**src/rtl/pqlda_pkg.sv**
```systemverilog
// Shared types and constants for the product-quantization distance accumulator.
// Depends on nothing; every other file of the block but pqlda_ram refers to it by scoped names.
`timescale 1ns / 1ps

package pqlda_pkg;

  // Sizes fixed by the field widths of the interface.
  localparam int unsigned ADDR_W      = 14;
  localparam int unsigned TABLE_DEPTH = 1 << ADDR_W;
  localparam int unsigned ENTRY_W     = 32;
  localparam int unsigned SUM_W       = 40;
  localparam int unsigned BYTE_W      = 8;
  localparam int unsigned NIBBLE_W    = 4;
  localparam int unsigned COUNT_W     = 7;
  localparam int unsigned STRIDE_W    = 9;
  localparam int unsigned CFG_IDX_W   = 2;
  localparam int unsigned CFG_DATA_W  = 9;

  // Depth of the command queue between front and back.
  localparam int unsigned QUEUE_DEPTH = 4;

  // Default structural limits.
  localparam int unsigned MAX_SUBQUANTIZERS_DEF = 64;
  localparam int unsigned MAX_CODEBOOK_DEF      = 256;

  // Operation codes of an input request.
  localparam logic OP_WRITE = 1'b0;
  localparam logic OP_CODE  = 1'b1;

  // Configuration register indexes.
  localparam logic [CFG_IDX_W-1:0] CFG_NUM_SQ   = 2'd0;
  localparam logic [CFG_IDX_W-1:0] CFG_CODEBOOK = 2'd1;
  localparam logic [CFG_IDX_W-1:0] CFG_PACKED   = 2'd2;

  // Reset values of the configuration registers.
  localparam logic [COUNT_W-1:0]  NUM_SQ_RST   = 7'd8;
  localparam logic [STRIDE_W-1:0] CODEBOOK_RST = 9'd16;
  localparam logic                PACKED_RST   = 1'b1;

  typedef struct packed {
    logic [COUNT_W-1:0]  num_sq;
    logic [STRIDE_W-1:0] codebook;
    logic                packed_mode;
  } cfg_t;

  // One classified command as it travels from front to back.
  typedef struct packed {
    logic               is_write;
    logic [ADDR_W-1:0]  addr0;
    logic [ADDR_W-1:0]  addr1;
    logic [ENTRY_W-1:0] value;
    logic               use1;
    logic               last;
  } cmd_t;

endpackage

```
**src/rtl/pqlda_queue.sv**
```systemverilog
// Small first-in first-out queue of classified commands between front and back.
// Depends on pqlda_pkg.
`timescale 1ns / 1ps

module pqlda_queue (
  input  logic            clk_i,
  input  logic            rst_ni,
  input  logic            push_i,
  input  pqlda_pkg::cmd_t cmd_i,
  output logic            full_o,
  input  logic            pop_i,
  output logic            valid_o,
  output pqlda_pkg::cmd_t cmd_o
);

  localparam int unsigned Depth = pqlda_pkg::QUEUE_DEPTH;
  localparam int unsigned PtrW  = $clog2(Depth);
  localparam int unsigned CntW  = $clog2(Depth + 1);

  pqlda_pkg::cmd_t  slot_q [Depth];
  logic [PtrW-1:0]  wr_ptr_q, wr_ptr_d;
  logic [PtrW-1:0]  rd_ptr_q, rd_ptr_d;
  logic [CntW-1:0]  cnt_q, cnt_d;

  assign full_o  = (cnt_q == CntW'(Depth));
  assign valid_o = (cnt_q != '0);
  assign cmd_o   = slot_q[rd_ptr_q];

  always_comb begin
    wr_ptr_d = wr_ptr_q;
    rd_ptr_d = rd_ptr_q;
    cnt_d    = cnt_q;
    if (push_i) begin
      wr_ptr_d = (wr_ptr_q == PtrW'(Depth - 1)) ? '0 : wr_ptr_q + PtrW'(1);
    end
    if (pop_i) begin
      rd_ptr_d = (rd_ptr_q == PtrW'(Depth - 1)) ? '0 : rd_ptr_q + PtrW'(1);
    end
    if (push_i && !pop_i) begin
      cnt_d = cnt_q + CntW'(1);
    end else if (pop_i && !push_i) begin
      cnt_d = cnt_q - CntW'(1);
    end
  end

  always_ff @(posedge clk_i) begin
    if (push_i) begin
      slot_q[wr_ptr_q] <= cmd_i;
    end
  end

  always_ff @(posedge clk_i or negedge rst_ni) begin
    if (!rst_ni) begin
      wr_ptr_q <= '0;
      rd_ptr_q <= '0;
      cnt_q    <= '0;
    end else begin
      wr_ptr_q <= wr_ptr_d;
      rd_ptr_q <= rd_ptr_d;
      cnt_q    <= cnt_d;
    end
  end

endmodule

```
**config.mk**
```make
export PLATFORM = sky130hd
export DESIGN_NAME = pqlda_queue
export DESIGN_NICKNAME = d
export VERILOG_FILES = /design/src/rtl/pqlda_pkg.sv /design/src/rtl/pqlda_queue.sv
export SDC_FILE = /design/constraint.sdc
export NUM_CORES = 1
export LEC_CHECK = 0
export ABC_CLOCK_PERIOD_IN_PS = 2600
export CAP_MARGIN = 0
export CELL_PAD_IN_SITES_DETAIL_PLACEMENT = 1
export CELL_PAD_IN_SITES_GLOBAL_PLACEMENT = 1
export CORE_UTILIZATION = 50
export DETAILED_ROUTE_END_ITERATION = 10
export DONT_BUFFER_PORTS = 1
export PLACE_DENSITY_LB_ADDON = 0.1
export SYNTH_ARGS = -nofsm -noshare
export SYNTH_HDL_FRONTEND = slang
export SYNTH_SLANG_ARGS = --single-unit
```
**constraint.sdc**
```tcl
create_clock -name clk_i -period 2.6 [get_ports clk_i]
set_input_delay 0.52 -clock clk_i [delete_from_list [all_inputs] [get_ports clk_i]]
set_output_delay 0.52 -clock clk_i [all_outputs]
set_load 0.02 [all_outputs]
```
==> impl_results.md, run 1 <==
- Post-synth top area cell: edfxtp_1
- Count leader, synth: edfxtp_1
- Initial antenna violation count: 1
- Max Cap Viol: 0
- Max Buffers Root-to-Sink: 3
- HPWL Detailed: 9980 µm
- Crit Path Class: flip-flop to primary output
- GPL Wtd Cong: 0.832
- Synth async-reset ratio: 2.70%
- Die ar.: 0.0196 mm²
- Clk slew on worst S/H paths: 0.06 ns
- Synth Net Count: 440
- Register bit total from synthesis: 259
- Mapped Cells: 366
- Fmax: 403 MHz
- Post-synth EDFFs: 252
- RSZ-0062 raised after global routing: no
- Leak: 3.40 nW
- Fin nets: 469
- First-pass GRT wire length: 24800 µm
- Arrival @ worst endpoint: 1.96 ns
- Core area: 0.0186 mm²
- CP max FO: 17
- Ys flop type: edfxtp_1
- CP startpoint kind: flip-flop
- Chip width: 140 µm
- Cell area after placement: 0.00987 mm²
- Hold WS: 0.100 ns
- Hold crit path type: input port to flip-flop
- Die Span Y: 140 µm
- Vias per cell: 5.88
- Sequential element share of the synthesized area: 81.4%
- Min Tclk post-route: 2.48 ns
- Depth of the CTS H-tree: 1
- Synth top cells by count: edfxtp_1 (252), mux4_2 (63), buf_2 (7), dfrtp_1 (7)
- Final WL: 16500 µm
- Final setup violation count: 0
- CTS tree: done
- Fin crit share: 95.4%
- Vias in the first global route: 4127
- Starting Density: 51.0%
- Status: finished, final reports clean
- ANT cells: 0
- Overflow after GRT: 0
- CTS buffer count: 27
- Worst-Skew Late Latency: 0.51 ns
- Final Instance Area: 0.0107 mm²
- Antenna viol nets, final: 0
- Num rows: 50
- Slew Limit Headroom: 54.2%
- Top post-synthesis cells by area: edfxtp_1 (80%), mux4_2 (15%), dfrtp_1 (1.8%)
- Post-CTS setup buffer count: 0
- Worst Tran Pin Value: 0.685 ns
- # IOs: 132
- Final Hold Viols: 0
- Req. time, crit path: 2.08 ns
- Area growth from synthesis to layout: 12.6%
- Routed wire per std cell: 25.5 µm
- Setup crit end kind: primary output
- Share of post-route cells with drive strength above 1: 28.4%
- Synthesized area: 0.00951 mm²
- CTS root buffer: clkbuf_16
- I/O Buffers: 0
- Setup TNS: 0 ns
- Initial drt markers: 174
- Yosys warnings: 0
- Sink Count: 259
- Library cells used by synthesis: 18
- Avg Synthesized Cell Area: 26.0 µm²
- Residual DRC: 0
- Via count: 3799
- Peak supply drop: 0.000638 V
- Fin Clk Skew: 0.00835 ns
- First drt pass iteration count: 4
- P per Cell Area: 1170 mW/mm²
- Largest net degree at the start of global routing: 35
- Yosys top cell area share: 79.6%
- Final Slew Violations: 0
- GRT Total Usage: 17.3%
## timing repair
action,4_1_cts,5_1_grt
setup endpoints to repair,0,0
resized for setup,0,0
hold endpoints to repair,7,0
hold buffers,1,0
## cell usage in the layout, fill, tap and decap left out
cell type	synthesis	routed
bufinv_16	0	3
clkinvlp_4	0	1
mux4_2	63	63
clkbuf_1	0	7
nor3b_1	1	1
xnor2_1	1	1
dfrtp_4	0	1
dfrtp_1	7	5
o21ai_0	2	2
mux2_2	3	3
nand2_1	2	2
ha_1	6	6
dfrtp_2	0	1
and2_4	0	4
clkinv_2	0	1
dlygate4sd3_1	0	1
clkbuf_16	0	27
buf_12	0	5
edfxtp_1	252	252
or3_1	1	1
buf_4	1	8
inv_1	4	4
fa_1	1	1
xor2_1	2	2
nor2_1	3	3
clkinv_1	0	7
## area by class of cell
| type | instances | area [µm²] |
|---|---|---|
| sequential | 259 | 7750 |
| fill | 1494 | 7940 |
| timing repair buffer | 14 | 170 |
| multi-input combinational | 89 | 1650 |
| tap | 234 | 293 |
| clock inverter | 12 | 129 |
| clock buffer | 34 | 702 |
| inverter | 4 | 15.0 |
## registers in the layout, indices dropped and copies added, names as in the netlist
register / flops
slot_q: 252
wr_ptr_q: 2
rd_ptr_q: 2
cnt_q: 3
## routing by layer
metal	part of all wire [%]	wire length, µm	vias to the layer above	GRT usage [%]
li1	-	-	1618	-
met1	41	6760	2031	22.4
met2	49	7990	117	27.7
met3	8.0	1320	31	6.43
met4	2.3	374	2	4.92
met5	0.079	13	-	0
## kinds of logic after synthesis
group / after synthesis / share of synthesized area [%]
DFF: 259 / 81.4
muxes: 66 / 15.3
buffers and inverters: 18 / 1.32
and+or+nand+nor: 11 / 0.605
adders and majority gates: 7 / 1.00
xor gates and xnor gates: 3 / 0.276
AOI/OAI and AO/OA: 2 / 0.105
## per-stage QoR
stage | std cells | worst slack, ns | power (W) | utilization [%]
2_1_floorplan | 366 | 0.0657 | 0.00847 | -
3_3_place_gp | 599 | 0.632 | 0.00909 | 52.9
3_5_place_dp | 599 | 0.627 | 0.00916 | 52.9
4_1_cts | 646 | 0.0654 | 0.0128 | 57.4
5_1_grt | 646 | 0.0263 | 0.0131 | 57.4
6_report | 646 | 0.119 | 0.0126 | 57.4
## power by group
group,internal (W),leakage [nW],switching (W),total [W]
combinational,0.00127,0.610,0.00216,0.00343
clock,0.00218,0.398,0.00141,0.00359
sequential,0.00536,2.40,0.000186,0.00555
total,0.00881,3.40,0.00375,0.0126
## worst max-delay path, stage by stage, from the launching register on
cell     delay [ns]
dfrtp_4        0.43
buf_4          0.35
mux4_2         0.66
## path summary, 6_finish.rpt
path,from,end,slack [ns],depth (start not counted)
worst min register to register,cnt_q[2],cnt_q[2],0.48,1
worst max-delay path,rd_ptr_q[0],cmd_o[58],0.12,2
min in group asynchronous,rst_ni,rd_ptr_q[0],0.38,1
worst max register to register,wr_ptr_q[0],slot_q[0][3],0.83,4
worst min-delay path,cmd_i[29],slot_q[3][29],0.10,0
max in group asynchronous,rst_ni,rd_ptr_q[0],1.88,1
No activity file was read; power rests on OpenSTA's default activity.
==> inputs of run 2 (changes only) <==
--- a/config.mk
+++ b/config.mk
@@ -5,11 +5,11 @@
 export SDC_FILE = /design/constraint.sdc
 export NUM_CORES = 1
 export LEC_CHECK = 0
-export ABC_CLOCK_PERIOD_IN_PS = 2600
+export ABC_AREA = 1
 export CAP_MARGIN = 0
 export CELL_PAD_IN_SITES_DETAIL_PLACEMENT = 1
 export CELL_PAD_IN_SITES_GLOBAL_PLACEMENT = 1
-export CORE_UTILIZATION = 50
+export CORE_UTILIZATION = 47
 export DETAILED_ROUTE_END_ITERATION = 10
 export DONT_BUFFER_PORTS = 1
 export PLACE_DENSITY_LB_ADDON = 0.1
==> run 2 against run 1 <==
First-iteration DRC count up 40%; wire length up 41%; highest routed layer is now met4; synthesized area up 15%; sequential cell count unchanged; critical endpoint is now cmd_o[43]; combinational power up 38%; sequential share of layout area down 8.9 points.
==> impl_results.md, run 2 <==
- Status: finished, final reports clean
- Slew Limit Headroom: 58.4%
- CTS buffer count: 28
- Arrival @ worst endpoint: 1.99 ns
- Worst-Skew Late Latency: 0.53 ns
- CP max FO: 44
- First-pass GRT wire length: 35800 µm
- Worst Tran Pin Value: 0.619 ns
- GRT Total Usage: 19.6%
- Core area: 0.0227 mm²
- Leak: 4.63 nW
- Clk slew on worst S/H paths: 0.06 ns
- GPL Wtd Cong: 0.743
- Overflow after GRT: 0
- First drt pass iteration count: 4
- Synth async-reset ratio: 2.70%
- Crit Path Class: flip-flop to primary output
- Synth Net Count: 861
- R2R cell count: 5
- Sink Count: 259
- Top post-synthesis cells by area: edfxtp_1 (69%), o211ai_2 (10%), nand2_1 (7.1%)
- Capturing point of the worst reg2reg path: slot_q[2][23]
- Min Tclk post-route: 2.51 ns
- Setup slack, reg-to-reg: 0.85 ns
- WHS Path Cells: 1
- Fin crit share: 96.3%
- Dpl cells: 1049
- Die ar.: 0.0238 mm²
- Routed wire per std cell: 21.0 µm
- Count leader, synth: edfxtp_1
- Biggest regs: slot_q x252, cnt_q x3
- Hold crit path type: input port to flip-flop
- Num rows: 55
- RSZ-0062 raised after global routing: no
- Max Cap Viol: 0
- Final WL: 23200 µm
- Post-CTS setup buffer count: 0
- I/O Buffers: 0
- Initial antenna violation count: 0
- Final Hold Viols: 0
- Die Span Y: 154 µm
- Post-synth top area cell: edfxtp_1
- Synth top cells by count: edfxtp_1 (252), nand2_1 (206), o211ai_2 (90)
- CP startpoint kind: flip-flop
- # IOs: 132
- Worst Setup EP: cmd_o[43]
- Max Buffers Root-to-Sink: 3
- Non-Filler Instances: 1104
- Crit path from: rd_ptr_q[0]
- Setup TNS: 0 ns
- Most frequent cells in the layout: edfxtp_1 (252), nand2_1 (206), o211ai_2 (90)
- CTS root buffer: clkbuf_16
- Chip width: 154 µm
- Register bit total from synthesis: 259
- Vias in the first global route: 6469
- Residual DRC: 0
- Sequential element share of the synthesized area: 71.0%
- Req. time, crit path: 2.08 ns
- HPWL Detailed: 13700 µm
- Final setup violation count: 0
- Hold WS: 0.0712 ns
- Mapped Cells: 787
- Fmax: 399 MHz
- Fin nets: 871
- Reg-to-Reg Start: wr_ptr_q[0]
- Largest net degree at the start of global routing: 65
- Vias per cell: 5.32
- Final Slew Violations: 0
- Peak supply drop: 0.000627 V
- Depth of the CTS H-tree: 1
- Antenna viol nets, final: 0
- Ys flop type: edfxtp_1
- CTS tree: done
- Share of post-route cells with drive strength above 1: 20.6%
- Yosys top cell area share: 69.4%
- P per Cell Area: 1160 mW/mm²
- Synthesized area: 0.0109 mm²
- Post-synth EDFFs: 252
- Yosys warnings: 0
- Most common cell after layout, fill and taps aside: edfxtp_1
- Avg Synthesized Cell Area: 13.9 µm²
- Starting Density: 48.0%
- Setup crit end kind: primary output
- Library cells used by synthesis: 21
- Reg with most FFs: slot_q
- Via count: 5870
- Max reg flops: 252
- Initial drt markers: 243
- Fin Clk Skew: 0.0175 ns
- Area growth from synthesis to layout: 11.9%
- ANT cells: 0
[run 2: power breakdown]
part | total [W] | switching, W | internal, W | leakage [nW]
Clock | 0.00384 | 0.00153 | 0.00231 | 0.442
Combinational | 0.00473 | 0.00346 | 0.00127 | 1.80
Sequential | 0.00562 | 0.000256 | 0.00536 | 2.40
[run 2: critical path, cell delays in order (launching register included)]
cell and delay, ns:
dfrtp_2 0.51, bufinv_16 0.29, buf_16 0.23, nand2_1 0.09, o211ai_1 0.11, nand2_1 0.19
[run 2: layer usage]
metal | vias up | track usage, % | wire [µm]
li1 | 2757 | - | -
met1 | 2954 | 22.9 | 9350
met2 | 123 | 35.6 | 11900
met3 | 36 | 5.69 | 1430
met4 | 0 | 4.81 | 482
met5 | - | 0 | 0
[run 2: cells by family (layout without fill, tap and decap cells)]
logic type	count (synthesis)	count (layout)	synth area share [%]
buf+inv	179	211	7.76
simple gates	211	211	7.31
fa+ha+maj	7	7	0.872
flops	259	259	71.0
compound gates	130	130	13.0
xor+xnor	1	1	0.0803
[run 2: timing repair]
action,CTS,global route
endpoints found under the hold margin,7,0
resized for setup,0,7
endpoints found under the setup margin,0,47
hold buffers,1,0
[run 2: worst min path at each step]
stage / startpoint / to / slack [ns]
after floorplan: rst_ni / cnt_q[0] / 0.22
after global placement: rst_ni / wr_ptr_q[1] / 0.22
after detailed placement: rst_ni / cnt_q[1] / 0.22
after CTS: push_i / wr_ptr_q[0] / 0.05
after global routing: cmd_i[33] / slot_q[1][33] / 0.06
final: pop_i / rd_ptr_q[1] / 0.07
[run 2: through the flow]
step	utilization, %	setup slack (ns)	instance area, µm²	power (W)
finish	53.8	0.0950	12200	0.0142
global route	53.8	0.00977	12200	0.0149
CTS	53.5	0.0115	12100	0.0143
detailed placement	49.4	0.598	11200	0.0104
global placement	49.4	0.649	11200	0.0102
floorplan	-	0.292	10900	0.00937
[run 2: area by class of cell]
cell class | instances | area (µm²)
fill | 2201 | 10500
clock inverter | 14 | 119
multi-input combinational | 349 | 2320
sequential | 259 | 7750
tap | 285 | 357
inverter | 139 | 549
clock buffer | 38 | 790
timing repair inverter | 2 | 17.5
timing repair buffer | 18 | 310
