===== config.mk =====
export PLATFORM = sky130hd
export DESIGN_NAME = pqlda_front
export DESIGN_NICKNAME = d
export VERILOG_FILES = /design/src/rtl/pqlda_pkg.sv /design/src/rtl/pqlda_front.sv
export SDC_FILE = /design/constraint.sdc
export NUM_CORES = 1
export LEC_CHECK = 0
export ABC_AREA = 1
export BUFFER_PORTS_ARGS = -buffer_cell sky130_fd_sc_hd__buf_2
export CAP_MARGIN = 20
export CORE_UTILIZATION = 58
export CTS_CLUSTER_SIZE = 8
export DETAILED_ROUTE_END_ITERATION = 8
export PLACE_DENSITY = 0.89
export SLEW_MARGIN = 20
export SYNTH_ARGS = -nofsm -noshare
export SYNTH_HDL_FRONTEND = slang
export SYNTH_SLANG_ARGS = --single-unit

===== constraint.sdc =====
create_clock -name clk_i -period 23.6 [get_ports clk_i]
set_input_delay 3.54 -clock clk_i [delete_from_list [all_inputs] [get_ports clk_i]]
set_output_delay 3.54 -clock clk_i [all_outputs]
set_load 0.005 [all_outputs]

===== src/rtl/pqlda_pkg.sv =====
// Shared types and constants for the product-quantization distance accumulator.
// Depends on nothing; every other file of the block but pqlda_ram refers to it by scoped names.
`timescale 1ns / 1ps

package pqlda_pkg;

  // Sizes fixed by the field widths of the interface.
  localparam int unsigned ADDR_W      = 14;
  localparam int unsigned TABLE_DEPTH = 1 << ADDR_W;
  localparam int unsigned ENTRY_W     = 32;
  localparam int unsigned SUM_W       = 40;
  localparam int unsigned BYTE_W      = 8;
  localparam int unsigned NIBBLE_W    = 4;
  localparam int unsigned COUNT_W     = 7;
  localparam int unsigned STRIDE_W    = 9;
  localparam int unsigned CFG_IDX_W   = 2;
  localparam int unsigned CFG_DATA_W  = 9;

  // Depth of the command queue between front and back.
  localparam int unsigned QUEUE_DEPTH = 4;

  // Default structural limits.
  localparam int unsigned MAX_SUBQUANTIZERS_DEF = 64;
  localparam int unsigned MAX_CODEBOOK_DEF      = 256;

  // Operation codes of an input request.
  localparam logic OP_WRITE = 1'b0;
  localparam logic OP_CODE  = 1'b1;

  // Configuration register indexes.
  localparam logic [CFG_IDX_W-1:0] CFG_NUM_SQ   = 2'd0;
  localparam logic [CFG_IDX_W-1:0] CFG_CODEBOOK = 2'd1;
  localparam logic [CFG_IDX_W-1:0] CFG_PACKED   = 2'd2;

  // Reset values of the configuration registers.
  localparam logic [COUNT_W-1:0]  NUM_SQ_RST   = 7'd8;
  localparam logic [STRIDE_W-1:0] CODEBOOK_RST = 9'd16;
  localparam logic                PACKED_RST   = 1'b1;

  typedef struct packed {
    logic [COUNT_W-1:0]  num_sq;
    logic [STRIDE_W-1:0] codebook;
    logic                packed_mode;
  } cfg_t;

  // One classified command as it travels from front to back.
  typedef struct packed {
    logic               is_write;
    logic [ADDR_W-1:0]  addr0;
    logic [ADDR_W-1:0]  addr1;
    logic [ENTRY_W-1:0] value;
    logic               use1;
    logic               last;
  } cmd_t;

endpackage


===== src/rtl/pqlda_front.sv =====
// Front end: accepts requests, tracks the sub-quantizer position and forms table addresses.
// Depends on pqlda_pkg.
`timescale 1ns / 1ps

module pqlda_front #(
  parameter int unsigned MAX_SUBQUANTIZERS = pqlda_pkg::MAX_SUBQUANTIZERS_DEF,
  parameter int unsigned MAX_CODEBOOK      = pqlda_pkg::MAX_CODEBOOK_DEF
) (
  input  logic                                clk_i,
  input  logic                                rst_ni,
  input  pqlda_pkg::cfg_t                     cfg_i,
  input  logic                                in_valid_i,
  output logic                                in_stall_o,
  input  logic                                operation_i,
  input  logic [pqlda_pkg::ADDR_W-1:0]        entry_address_i,
  input  logic signed [pqlda_pkg::ENTRY_W-1:0] entry_value_i,
  input  logic [pqlda_pkg::BYTE_W-1:0]        code_byte_i,
  input  logic                                q_full_i,
  output logic                                push_o,
  output pqlda_pkg::cmd_t                     cmd_o
);

  localparam int unsigned CW = pqlda_pkg::COUNT_W;
  localparam int unsigned SW = pqlda_pkg::STRIDE_W;
  localparam int unsigned PW = CW + SW;
  localparam int unsigned CountMax = (1 << CW) - 1;
  localparam logic [CW-1:0] CountCap =
      CW'((MAX_SUBQUANTIZERS > CountMax) ? CountMax : MAX_SUBQUANTIZERS);
  localparam logic [SW-1:0] StrideCap = SW'(MAX_CODEBOOK);

  logic [CW-1:0] pos_q, pos_d;
  logic [CW-1:0] count;
  logic [SW-1:0] stride;
  logic [PW-1:0] prod0, prod1;
  logic [pqlda_pkg::BYTE_W-1:0] code0, code1;
  logic [CW:0]   pos_one, pos_end;
  logic          use1, last;

  // Effective count and stride, clamped to their legal ranges.
  always_comb begin
    if (cfg_i.num_sq == '0) begin
      count = CW'(1);
    end else if (cfg_i.num_sq > CountCap) begin
      count = CountCap;
    end else begin
      count = cfg_i.num_sq;
    end
    if (cfg_i.codebook == '0) begin
      stride = SW'(1);
    end else if (cfg_i.codebook > StrideCap) begin
      stride = StrideCap;
    end else begin
      stride = cfg_i.codebook;
    end
  end

  always_comb begin
    prod0 = PW'(pos_q) * PW'(stride);
    prod1 = prod0 + PW'(stride);
    if (cfg_i.packed_mode) begin
      code0 = {{(pqlda_pkg::BYTE_W - pqlda_pkg::NIBBLE_W){1'b0}},
               code_byte_i[pqlda_pkg::NIBBLE_W-1:0]};
    end else begin
      code0 = code_byte_i;
    end
    code1   = {{(pqlda_pkg::BYTE_W - pqlda_pkg::NIBBLE_W){1'b0}},
               code_byte_i[pqlda_pkg::BYTE_W-1:pqlda_pkg::NIBBLE_W]};
    pos_one = {1'b0, pos_q} + (CW + 1)'(1);
    // The high nibble counts only while the vector still has room for it.
    use1    = cfg_i.packed_mode && (pos_one < {1'b0, count});
    pos_end = use1 ? pos_one + (CW + 1)'(1) : pos_one;
    last    = pos_end >= {1'b0, count};
  end

  assign in_stall_o = q_full_i;
  assign push_o     = in_valid_i && !q_full_i;

  always_comb begin
    cmd_o.is_write = (operation_i == pqlda_pkg::OP_WRITE);
    cmd_o.addr0    = cmd_o.is_write ? entry_address_i
                                    : pqlda_pkg::ADDR_W'(prod0 + PW'(code0));
    cmd_o.addr1    = pqlda_pkg::ADDR_W'(prod1 + PW'(code1));
    cmd_o.value    = entry_value_i;
    cmd_o.use1     = use1;
    cmd_o.last     = last;
  end

  always_comb begin
    pos_d = pos_q;
    if (push_o && operation_i == pqlda_pkg::OP_CODE) begin
      pos_d = last ? '0 : pos_end[CW-1:0];
    end
  end

  always_ff @(posedge clk_i or negedge rst_ni) begin
    if (!rst_ni) begin
      pos_q <= '0;
    end else begin
      pos_q <= pos_d;
    end
  end

endmodule


==> key figures, run 1 <==
Clock network
  • Number of sinks handled by clock tree synthesis: 7
  • Number of levels the H-tree was split into: 1
  • Number of clock buffers inserted by TritonCTS: 3
  • Clock transition at path regs: 0.04 ns
  • Number of gates resized after CTS: 0
  • Clock tree from TritonCTS: built
  • Post-CTS Setup Inserts: 0
  • Insertion delay to the later sink of the worst-skew pair: 0.23 ns
  • Buffer depth of the longest clock path: 2
  • Hold buffers post-CTS: 0
  • CTS root buffer: sky130_fd_sc_hd__clkbuf_8

Global routing
  • Number of global-route vias before repair: 4094
  • Overall global routing resource usage: 0.2804
  • Initial antenna violation count: 0
  • Largest net degree at the start of global routing: 21
  • First-pass GRT wire length: 17.66 mm
  • Gr ovfl total: 0

Setup path
  • Classification of the worst setup path: primary input to output port
  • Kind of end point of the critical path: output port
  • Critical Path Start Type: primary input
  • Cell type of the slowest stage on the worst timing path: sky130_fd_sc_hd__fa_1
  • Most numerous cell on the critical path: sky130_fd_sc_hd__nand2_1
  • CP Data Arrival Time: 9.74 ns
  • Max stage delay on crit path: 0.56 ns
  • Required time worst endpoint: 20.06 ns
  • Critical Path Fanout Max: 5

Route
  • Post-detailed-route wirelength per cell: 13.34 um
  • Total vias in the final route: 4309
  • Number of DRC markers in iteration 0: 288
  • Drc violations: 0
  • Number of detailed-routing iterations run before antenna repair: 5
  • Uppermost layer routed: met4
  • Routed wire length on met2: 5.440 mm
  • Met1 routed wirelength after detailed routing: 4.353 mm
  • Routed met3 length: 600 um
  • Final wirelength: 10.63 mm
  • Vias per inst: 5.407
  • Residual antenna-violating net count after detailed routing: 0

Timing
  • Setup tns final: 0 ns
  • Highest attainable clock frequency: 0.07528 GHz
  • Remaining max-slew budget at the tightest pin: 0.6092
  • Clock period minus final worst setup slack: 13.28 ns
  • Setup repair after global routing missed its margin: no
  • Post-route fraction of the period consumed by the critical path: 0.5629
  • Actual slew at the worst max-slew pin: 0.5861 ns
  • Final count of negative-setup-slack endpoints: 0
  • Final count of pins violating max slew: 0
  • Clock Skew: 0.002995 ns
  • Final Hold Fails: 0

Synthesis
  • Net count of the mapped netlist: 841
  • Synth unique cells: 40
  • Top_reg_cell synth: sky130_fd_sc_hd__dfrtp_1
  • Number of enable flip-flop cells after synthesis: 0
  • Most numerous cell in the Yosys netlist: sky130_fd_sc_hd__nand2_1
  • Instance count of the mapped netlist: 662
  • Async set-or-reset flop fraction in the synthesized netlist: 1.000
  • Count of warnings emitted by yosys: 0
  • Area of the mapped netlist: 4434 um^2
  • Fraction of the yosys area taken by sequential cells: 0.03950
  • Area share of the leading cell type in the synthesized netlist: 0.1806
  • Average cell area after synthesis: 6.698 um^2
  • Leading cell types by count after synthesis: sky130_fd_sc_hd__nand2_1, sky130_fd_sc_hd__inv_1, sky130_fd_sc_hd__nor2_1
  • Top cell type by total area after synthesis: sky130_fd_sc_hd__ha_1
  • Most area-consuming cells after synthesis: sky130_fd_sc_hd__ha_1, sky130_fd_sc_hd__fa_1, sky130_fd_sc_hd__nand2_1
  • Flip-flop and latch count after synthesis: 7

Die
  • Core Box Area: 7331 um^2
  • Chip Height: 89.44 um
  • Initial core utilization: 0.6049
  • Die boundary width: 89.44 um
  • I/O pin count: 141
  • Die outline area: 7999 um^2
  • FP Rows: 31

Final layout
  • Number of flip-flops under the largest register name: 7
  • Largest register by flop count: pos_q
  • Post-synthesis to final-layout area growth: 5.361%
  • Largest registers ranked by flip-flop count: pos_q x7
  • Layout cell share with drive strength beyond 1: 0.1547
  • Non-filler instance count after layout: 797
  • Final core utilization: 0.6373
  • Number of nets in the final layout: 878
  • Number of inserted diodes: 0

Power
  • Worst VDD drop: 83.41 uV
  • Total power per unit cell area: 115.6 nW/um^2
  • Static leakage: 2.812 nW

Outcome
  • Outcome: complete, no violations

Hold path
  • Type of the most critical hold path: flip-flop to flip-flop

Place
  • Detailed placer's ending HPWL: 9.153 mm
  • Placed Instances: 793
  • Final estimated routing congestion in global placement: 0.9601
  • Port Buffers: 76

Job
  • Number of max-cap violations: 0
-- worst paths after layout --
kind / from / to / slack (ns) / depth (start not counted)
min in group asynchronous: rst_ni / pos_q[3] / 3.13 / 1
max: cfg_i[6] / cmd_o[47] / 10.32 / 31
max in group asynchronous: rst_ni / pos_q[1] / 20.32 / 1
min: pos_q[6] / pos_q[6] / 0.73 / 3
max reg2reg: pos_q[0] / pos_q[0] / 19.57 / 27
min reg2reg: pos_q[6] / pos_q[6] / 0.73 / 3
-- stage by stage --
step	total power [mW]	cell area [um^2]	hold slack, ns	setup WS (ns)
3_5_place_dp	0.5166	4627	0.7075	10.33
2_1_floorplan	0.3960	4434	0.6200	11.20
3_3_place_gp	0.4964	4627	0.6896	10.61
5_1_grt	0.6062	4672	0.7787	9.881
4_1_cts	0.5367	4672	0.7194	10.33
6_report	0.5399	4672	0.7329	10.32
-- metal layers --
metal,vias up,GRT usage
met1,2017,0.3406
li1,2088,-
met4,0,0.1010
met3,30,0.02308
met5,-,0
met2,174,0.5170
-- cell type report --
type,instances,area [um^2]
clock buffers,4,45.04
fillers,644,2659
inverters,123,461.7
multi-input cells,488,3486
flip-flops and latches,7,175.2
well taps,99,123.9
repair buffers,76,380.4
-- cells in the final DEF, fill, tap and decap left out, types with 2 or more instances in the layout --
cell and count:
sky130_fd_sc_hd__nand2_1 166, sky130_fd_sc_hd__inv_1 115, sky130_fd_sc_hd__buf_2 76, sky130_fd_sc_hd__nor2_1 70, sky130_fd_sc_hd__ha_1 64, sky130_fd_sc_hd__fa_1 39, sky130_fd_sc_hd__nand3_1 27, sky130_fd_sc_hd__a21oi_1 21
sky130_fd_sc_hd__xor2_1 17, sky130_fd_sc_hd__o21ai_0 15, sky130_fd_sc_hd__xnor2_1 12, sky130_fd_sc_hd__o21bai_1 8, sky130_fd_sc_hd__inv_2 7, sky130_fd_sc_hd__nand2_2 7, sky130_fd_sc_hd__dfrtp_1 7, sky130_fd_sc_hd__o21ai_1 5
sky130_fd_sc_hd__nand4_1 5, sky130_fd_sc_hd__a31oi_1 5, sky130_fd_sc_hd__nor2_2 3, sky130_fd_sc_hd__xor2_2 3, sky130_fd_sc_hd__clkbuf_8 3, sky130_fd_sc_hd__nor4_1 2, sky130_fd_sc_hd__o211ai_1 2, sky130_fd_sc_hd__nand3b_1 2
sky130_fd_sc_hd__nand3_2 2
-- critical path: cells and delay by family --
| family | cells | cell delay [ns] |
|---|---|---|
| compound gates | 3 | 0.85 |
| xor+xnor | 2 | 0.38 |
| buf+inv | 8 | 0.61 |
| fa+ha+maj | 7 | 3.11 |
| simple gates | 11 | 1.22 |
-- logic make-up (layout without fill, tap and decap cells) --
kind of cell | after synthesis | count (layout) | share of synthesized area
AOI/OAI and AO/OA | 63 | 63 | 0.08268
buffers and inverters | 167 | 203 | 0.1744
and+or+nand+nor | 289 | 289 | 0.2723
xor gates and xnor gates | 33 | 33 | 0.07449
DFF | 7 | 7 | 0.03950
adders and majority gates | 103 | 103 | 0.3567
-- where the power goes --
part | switching [mW] | leakage, nW | internal [mW]
registers | 0.0169 | 0.0914 | 0.0171
logic | 0.293 | 2.70 | 0.195
clock network | 0.00537 | 0.0228 | 0.0117
Power figures use the tool's default switching activity.
==> inputs of run 2 (changes only) <==
- ABC_AREA: 1 -> 0
- CORE_UTILIZATION: 58 -> 54
- PLACE_DENSITY: 0.89 -> 0.84
- clock period: 23.6 -> 12.47 ns (I/O delays scaled with it)
==> key figures, run 2 <==
Global routing
  • Gr ovfl total: 0 (unchanged)
  • Global Route met1 Usage: 0.3177 (-0.02291)
  • M3 GR Usage: 0.03284 (+0.009757)
  • Largest net degree at the start of global routing: 20 (-4.8%)
  • Number of global-route vias before repair: 3920 (-4.3%)
  • First-pass GRT wire length: 17.74 mm (+0.42%)
  • Overall global routing resource usage: 0.2557 (-0.02462)
  • Initial antenna violation count: 0 (unchanged)
  • Met2 global-route usage: 0.4525 (-0.06453)
  • GRT Max-Usage Layer: met2

Die
  • Core Box Area: 7848 um^2 (+7.0%)
  • Die outline area: 8594 um^2 (+7.4%)
  • Die boundary width: 92.71 um (+3.7%)
  • I/O pin count: 141 (unchanged)
  • Initial core utilization: 0.5662 (-0.03871)
  • Chip Height: 92.71 um (+3.7%)
  • FP Rows: 32 (+3.2%)

Setup path
  • Critical path cell sequence: buf_2, nor4_1, a21oi_1, nor2_1, nand2_1, fa_1, fa_1, inv_1, fa_1, inv_1, fa_1, inv_1, ha_1, a21oi_4, nand2_2, nor2_1, xnor2_1, ha_1, ha_1, o41ai_1, o21a_1, nor2_1, xnor2_1, buf_2
  • Critical Path Start Type: primary input
  • Kind of end point of the critical path: output port
  • Number of buffers and inverters on the critical path: 5 (-3)
  • CP Data Arrival Time: 7.90 ns (-1.84 ns)
  • Required time worst endpoint: 10.60 ns (-9.46 ns)
  • Most numerous cell on the critical path: sky130_fd_sc_hd__fa_1
  • Max stage delay on crit path: 0.55 ns (about the same)
  • Classification of the worst setup path: primary input to output port
  • Cell type of the slowest stage on the worst timing path: sky130_fd_sc_hd__fa_1
  • Critical Path Fanout Max: 6 (+1)
  • Crit-path leading delay family: adder cells

Route
  • Residual antenna-violating net count after detailed routing: 0 (unchanged)
  • Final wirelength: 10.60 mm (-0.29%)
  • Vias per inst: 5.811 (+7.5%)
  • Post-detailed-route wirelength per cell: 15.87 um (+19%)
  • Number of DRC markers in iteration 0: 281 (-2.4%)
  • Total vias in the final route: 3882 (-9.9%)
  • Number of detailed-routing iterations run before antenna repair: 5 (unchanged)
  • Drc violations: 0 (unchanged)

Timing
  • Final count of pins violating max slew: 0 (unchanged)
  • Highest attainable clock frequency: 0.1023 GHz
  • Final Hold Fails: 0 (unchanged)
  • Actual slew at the worst max-slew pin: 0.6934 ns (+0.1073 ns)
  • Clock period minus final worst setup slack: 9.771 ns
  • Setup repair after global routing missed its margin: no
  • Final count of negative-setup-slack endpoints: 0 (unchanged)
  • Setup tns final: 0 ns (unchanged)
  • Remaining max-slew budget at the tightest pin: 0.5368 (-0.07248)
  • Worst hold slack across all endpoints: 0.8549 ns (+0.1220 ns)
  • Clock Skew: 0.001201 ns (-0.001794 ns)
  • Post-route fraction of the period consumed by the critical path: 0.7836

Synthesis
  • Async set-or-reset flop fraction in the synthesized netlist: 1.000 (unchanged)
  • Net count of the mapped netlist: 720 (-14%)
  • Leading cell types by count after synthesis: sky130_fd_sc_hd__ha_1, sky130_fd_sc_hd__inv_1, sky130_fd_sc_hd__and2_1
  • Number of enable flip-flop cells after synthesis: 0 (unchanged)
  • Top cell type by total area after synthesis: sky130_fd_sc_hd__ha_1
  • Top_reg_cell synth: sky130_fd_sc_hd__dfrtp_1
  • Most numerous cell in the Yosys netlist: sky130_fd_sc_hd__ha_1
  • Count of warnings emitted by yosys: 0 (unchanged)
  • Most area-consuming cells after synthesis: sky130_fd_sc_hd__ha_1, sky130_fd_sc_hd__fa_1, sky130_fd_sc_hd__and2_1
  • Instance count of the mapped netlist: 541 (-18%)
  • Area of the mapped netlist: 4443 um^2 (+0.20%)
  • Average cell area after synthesis: 8.213 um^2 (+23%)
  • Flip-flop and latch count after synthesis: 7 (unchanged)
  • Fraction of the yosys area taken by sequential cells: 0.03943 (-0.00007787)
  • Synth unique cells: 66 (+65%)
  • Area share of the leading cell type in the synthesized netlist: 0.1802 (-0.0003560)

Final layout
  • Post-synthesis to final-layout area growth: 4.703%
  • Number of flip-flops under the largest register name: 7 (unchanged)
  • Most common cell after layout, fill and taps aside: sky130_fd_sc_hd__buf_2
  • Final core utilization: 0.5928 (-0.04452)
  • Number of nets in the final layout: 746 (-15%)
  • Non-filler instance count after layout: 668 (-16%)
  • Largest registers ranked by flip-flop count: pos_q x7
  • Leading cell types in the layout, fill and taps excluded: sky130_fd_sc_hd__buf_2, sky130_fd_sc_hd__ha_1, sky130_fd_sc_hd__inv_1
  • Layout cell share with drive strength beyond 1: 0.1784 (+0.02372)
  • Largest register by flop count: pos_q
  • Number of inserted diodes: 0 (unchanged)

Clock network
  • Insertion delay to the later sink of the worst-skew pair: 0.23 ns (about the same)
  • Hold buffers post-CTS: 0 (unchanged)
  • Number of levels the H-tree was split into: 1 (unchanged)
  • CTS root buffer: sky130_fd_sc_hd__clkbuf_8
  • Post-CTS Setup Inserts: 0 (unchanged)
  • Clock tree from TritonCTS: built
  • Clock transition at path regs: 0.04 ns (about the same)
  • Buffer depth of the longest clock path: 2 (unchanged)
  • Number of sinks handled by clock tree synthesis: 7 (unchanged)
  • Number of gates resized after CTS: 0 (unchanged)
  • Number of clock buffers inserted by TritonCTS: 3 (unchanged)

Place
  • Placed Instances: 664 (-16%)
  • Port Buffers: 76 (unchanged)
  • Final estimated routing congestion in global placement: 0.9380 (-2.3%)
  • Detailed placer's ending HPWL: 8.908 mm (-2.7%)

Hold path
  • Type of the most critical hold path: flip-flop to flip-flop

Power
  • Total power per unit cell area: 217.1 nW/um^2 (+88%)
  • Part of the power in combinational logic: 0.907 (+0.002)
  • Part of the power in the clock network: 0.032 (about the same)
  • Internal power summed over all cells: 472.9 uW (+110%)
  • Worst VDD drop: 219.4 uV (+160%)
  • Static leakage: 2.375 nW (-16%)
  • Sequential Power Share: 0.062 (about the same)
  • Switching pwr: 537.1 uW (+70%)
  • Switching share of power: 0.5318 (-0.05288)

Job
  • Number of max-cap violations: 0 (unchanged)

Outcome
  • Outcome: complete, no violations
-- run 2: cells by family after synthesis --
family / after synthesis / share of synthesized area
flops: 7 / 0.03943
mux: 7 / 0.01746
simple gates: 181 / 0.2239
buf+inv: 111 / 0.1248
xor+xnor: 42 / 0.08786
fa+ha+maj: 103 / 0.3560
compound gates: 90 / 0.1507
-- run 2: routing by layer --
layer  part of all wire  up-vias  wire length [um]
met5                  0        -                 0
met2               0.49      164              5235
li1                   -     1850                 -
met3              0.060       48               638
met4              0.031        0               325
met1               0.42     1820              4399
-- run 2: per-stage QoR --
stage | area (um^2) | total power [mW] | worst slack [ns]
floorplan | 4443 | 0.7340 | 3.359
global placement | 4607 | 0.9343 | 2.848
detailed placement | 4607 | 0.9626 | 2.704
CTS | 4652 | 1.005 | 2.692
global route | 4652 | 1.118 | 2.285
finish | 4652 | 1.010 | 2.699
-- run 2: power by group through the flow --
stage,clock network [mW],registers [mW],logic (mW)
global placement,0,0.0600,0.874
floorplan,0,0.0345,0.699
CTS,0.0326,0.0601,0.912
finish,0.0320,0.0622,0.916
detailed placement,0,0.0599,0.903
global route,0.0344,0.0637,1.02
-- run 2: layout make-up --
class	count	area [um^2]
Clock buffer	4	45.04
Timing Repair Buffer	76	380.4
Multi-Input combinational cell	423	3714
Tap cell	102	127.6
Inverter	56	210.2
Fill cell	701	3196
Sequential cell	7	175.2
-- run 2: worst paths after layout --
| check | start | slack (ns) | cells after the start | endpoint |
|---|---|---|---|---|
| min in group asynchronous | rst_ni | 1.47 | 1 | pos_q[5] |
| max in group asynchronous | rst_ni | 10.85 | 1 | pos_q[0] |
| max reg2reg | pos_q[1] | 7.53 | 18 | pos_q[2] |
| min reg2reg | pos_q[6] | 0.85 | 1 | pos_q[6] |
| max | cfg_i[6] | 2.70 | 24 | cmd_o[46] |
| min | pos_q[6] | 0.85 | 1 | pos_q[6] |
==> inputs of run 3 (changes only) <==
- ABC_AREA: 0 -> 1
- clock period: 12.47 -> 9.2 ns (I/O delays scaled with it)
==> key figures, run 3 (same netlist as run 1, synthesis figures left out) <==
Final layout
  • Largest register by flop count: pos_q
  • Sequential cell area in the final layout: 175.2 um^2 (unchanged)
  • Layout cell share with drive strength beyond 1: 0.1574 (-0.02108)
  • Largest registers ranked by flip-flop count: pos_q x7
  • Most common cell after layout, fill and taps aside: sky130_fd_sc_hd__nand2_1
  • Area used by multi-input combinational logic: 3497 um^2 (-5.8%)
  • Leading cell types in the layout, fill and taps excluded: sky130_fd_sc_hd__nand2_1, sky130_fd_sc_hd__inv_1, sky130_fd_sc_hd__buf_2
  • Number of nets in the final layout: 879 (+18%)
  • Design area: 4695 um^2 (+0.91%)
  • Non-filler instance count after layout: 801 (+20%)
  • Number of inserted diodes: 0 (unchanged)
  • FILL cells: 731 (+4.3%)
  • Number of flip-flops under the largest register name: 7 (unchanged)
  • Post-synthesis to final-layout area growth: 5.869%

Power
  • Part of the power in the clock network: 0.032 (about the same)
  • Internal power summed over all cells: 580.4 uW (+23%)
  • Part of the power in combinational logic: 0.907 (about the same)
  • Worst VDD drop: 136.8 uV (-38%)
  • Total power per unit cell area: 295.0 nW/um^2 (+36%)
  • Static leakage: 2.817 nW (+19%)
  • Sequential Power Share: 0.062 (about the same)
  • Switching pwr: 804.3 uW (+50%)
  • Switching share of power: 0.5808 (+0.04904)

Die
  • Die boundary width: 92.62 um (about the same)
  • Initial core utilization: 0.5651 (-0.001116)
  • Core Box Area: 7848 um^2 (unchanged)
  • I/O pin count: 141 (unchanged)
  • Die outline area: 8578 um^2 (-0.19%)
  • Chip Height: 92.62 um (about the same)
  • FP Rows: 32 (unchanged)

Global routing
  • Largest net degree at the start of global routing: 21 (+5.0%)
  • Gr ovfl total: 0 (unchanged)
  • First-pass GRT wire length: 17.60 mm (-0.78%)
  • Initial antenna violation count: 0 (unchanged)
  • Number of global-route vias before repair: 4136 (+5.5%)
  • Overall global routing resource usage: 0.2478 (-0.007917)

Setup path
  • Kind of end point of the critical path: output port
  • Cell type of the slowest stage on the worst timing path: sky130_fd_sc_hd__fa_1
  • Max stage delay on crit path: 0.55 ns (about the same)
  • Critical Path Fanout Max: 5 (-1)
  • Classification of the worst setup path: primary input to output port
  • Required time worst endpoint: 7.82 ns (-2.78 ns)
  • CP Data Arrival Time: 7.33 ns (-0.57 ns)
  • Critical Path Start Type: primary input

Route
  • Drc violations: 0 (unchanged)
  • Final wirelength: 10.38 mm (-2.1%)
  • Post-detailed-route wirelength per cell: 12.96 um (-18%)
  • Total vias in the final route: 4234 (+9.1%)
  • Number of detailed-routing iterations run before antenna repair: 5 (unchanged)
  • Vias per inst: 5.286 (-9.0%)
  • Residual antenna-violating net count after detailed routing: 0 (unchanged)
  • Number of DRC markers in iteration 0: 261 (-7.1%)

Outcome
  • Outcome: complete, no violations

Timing
  • Setup tns final: 0 ns (unchanged)
  • Worst hold slack across all endpoints: 0.7309 ns (-0.1240 ns)
  • Clock Skew: 0.0003347 ns (-0.0008665 ns)
  • Actual slew at the worst max-slew pin: 0.5066 ns (-0.1869 ns)
  • Final Hold Fails: 0 (unchanged)
  • Final count of pins violating max slew: 0 (unchanged)
  • Setup repair after global routing missed its margin: no
  • Post-route fraction of the period consumed by the critical path: 0.9465
  • Clock period minus final worst setup slack: 8.707 ns
  • Final count of negative-setup-slack endpoints: 0 (unchanged)
  • Highest attainable clock frequency: 0.1148 GHz
  • Remaining max-slew budget at the tightest pin: 0.6619 (+0.1252)

Clock network
  • Number of sinks handled by clock tree synthesis: 7 (unchanged)
  • Number of clock buffers inserted by TritonCTS: 3 (unchanged)
  • Hold buffers post-CTS: 0 (unchanged)
  • Clock transition at path regs: 0.04 ns (about the same)
  • Insertion delay to the later sink of the worst-skew pair: 0.23 ns (about the same)
  • Number of levels the H-tree was split into: 1 (unchanged)
  • Buffer depth of the longest clock path: 2 (unchanged)
  • Clock tree from TritonCTS: built
  • CTS root buffer: sky130_fd_sc_hd__clkbuf_8

Place
  • Port Buffers: 76 (unchanged)
  • Cell area after placement: 4638 um^2 (+0.68%)
  • Placed Instances: 797 (+20%)
  • Detailed placer's ending HPWL: 9.069 mm (+1.8%)
  • Final estimated routing congestion in global placement: 0.9101 (-3.0%)

Job
  • Number of max-cap violations: 0 (unchanged)

Hold path
  • Type of the most critical hold path: flip-flop to flip-flop
-- run 3: changes by cell type in the layout (fill, tap and decap cells not counted), moves of 18 or more --
cell and change:
sky130_fd_sc_hd__nor2b_1 -18, sky130_fd_sc_hd__inv_1 +59, sky130_fd_sc_hd__xnor2_1 -18, sky130_fd_sc_hd__nand3_1 +19, sky130_fd_sc_hd__nand2_1 +123, sky130_fd_sc_hd__and2_1 -46
sky130_fd_sc_hd__nor2_1 +47
-- run 3: worst max-delay path: cells and delay by family --
kind / cells / cell delay [ns]
fa+ha+maj: 7 / 3.07
simple gates: 12 / 1.28
buf+inv: 10 / 0.84
xor+xnor: 2 / 0.37
compound gates: 2 / 0.37
-- run 3: power groups by stage --
stage          clock (mW)  sequential (mW)  combinational, mW
3_3_place_gp            0           0.0833               1.20
6_report           0.0437           0.0855               1.26
3_5_place_dp            0           0.0853               1.24
4_1_cts            0.0436           0.0843               1.25
5_1_grt            0.0454           0.0878               1.43
2_1_floorplan           0           0.0529              0.963
-- run 3: cell type report --
type                       count  area share
inverter                     123     0.09835
multi-input combinational    488      0.7449
clock buffer                   4    0.009595
tap                          102     0.02719
sequential                     7     0.03731
timing repair buffer          77     0.08262
-- run 3: final timing paths --
check                               from         to  slack, ns  cells after the start
max in group asynchronous         rst_ni   pos_q[6]       8.08                      1
min in group asynchronous         rst_ni   pos_q[1]       0.97                      1
worst max register to register  pos_q[0]   pos_q[5]       5.15                     26
worst min register to register  pos_q[5]   pos_q[5]       0.73                      3
worst min-delay path            pos_q[5]   pos_q[5]       0.73                      3
worst max-delay path            cfg_i[4]  cmd_o[47]       0.49                     33
-- run 3: what timing repair did --
item	CTS	global route
endpoints found under the setup margin	0	2
resized for setup	0	2
setup buffers	0	0
-- run 3: per-stage QoR --
step | setup WS, ns | power (mW) | utilization
3_5_place_dp | 0.4462 | 1.323 | 0.5910
6_report | 0.4926 | 1.385 | 0.5982
3_3_place_gp | 0.7013 | 1.280 | 0.5910
5_1_grt | 0.01042 | 1.562 | 0.5982
4_1_cts | 0.4168 | 1.375 | 0.5968
2_1_floorplan | 1.122 | 1.016 | -
-- run 3: routing by layer --
metal,vias up,GRT usage,share of wire
met2,150,0.4617,0.51
li1,2098,-,-
met3,34,0.02299,0.050
met4,0,0.07692,0.024
met5,-,0,0
met1,1952,0.2988,0.41
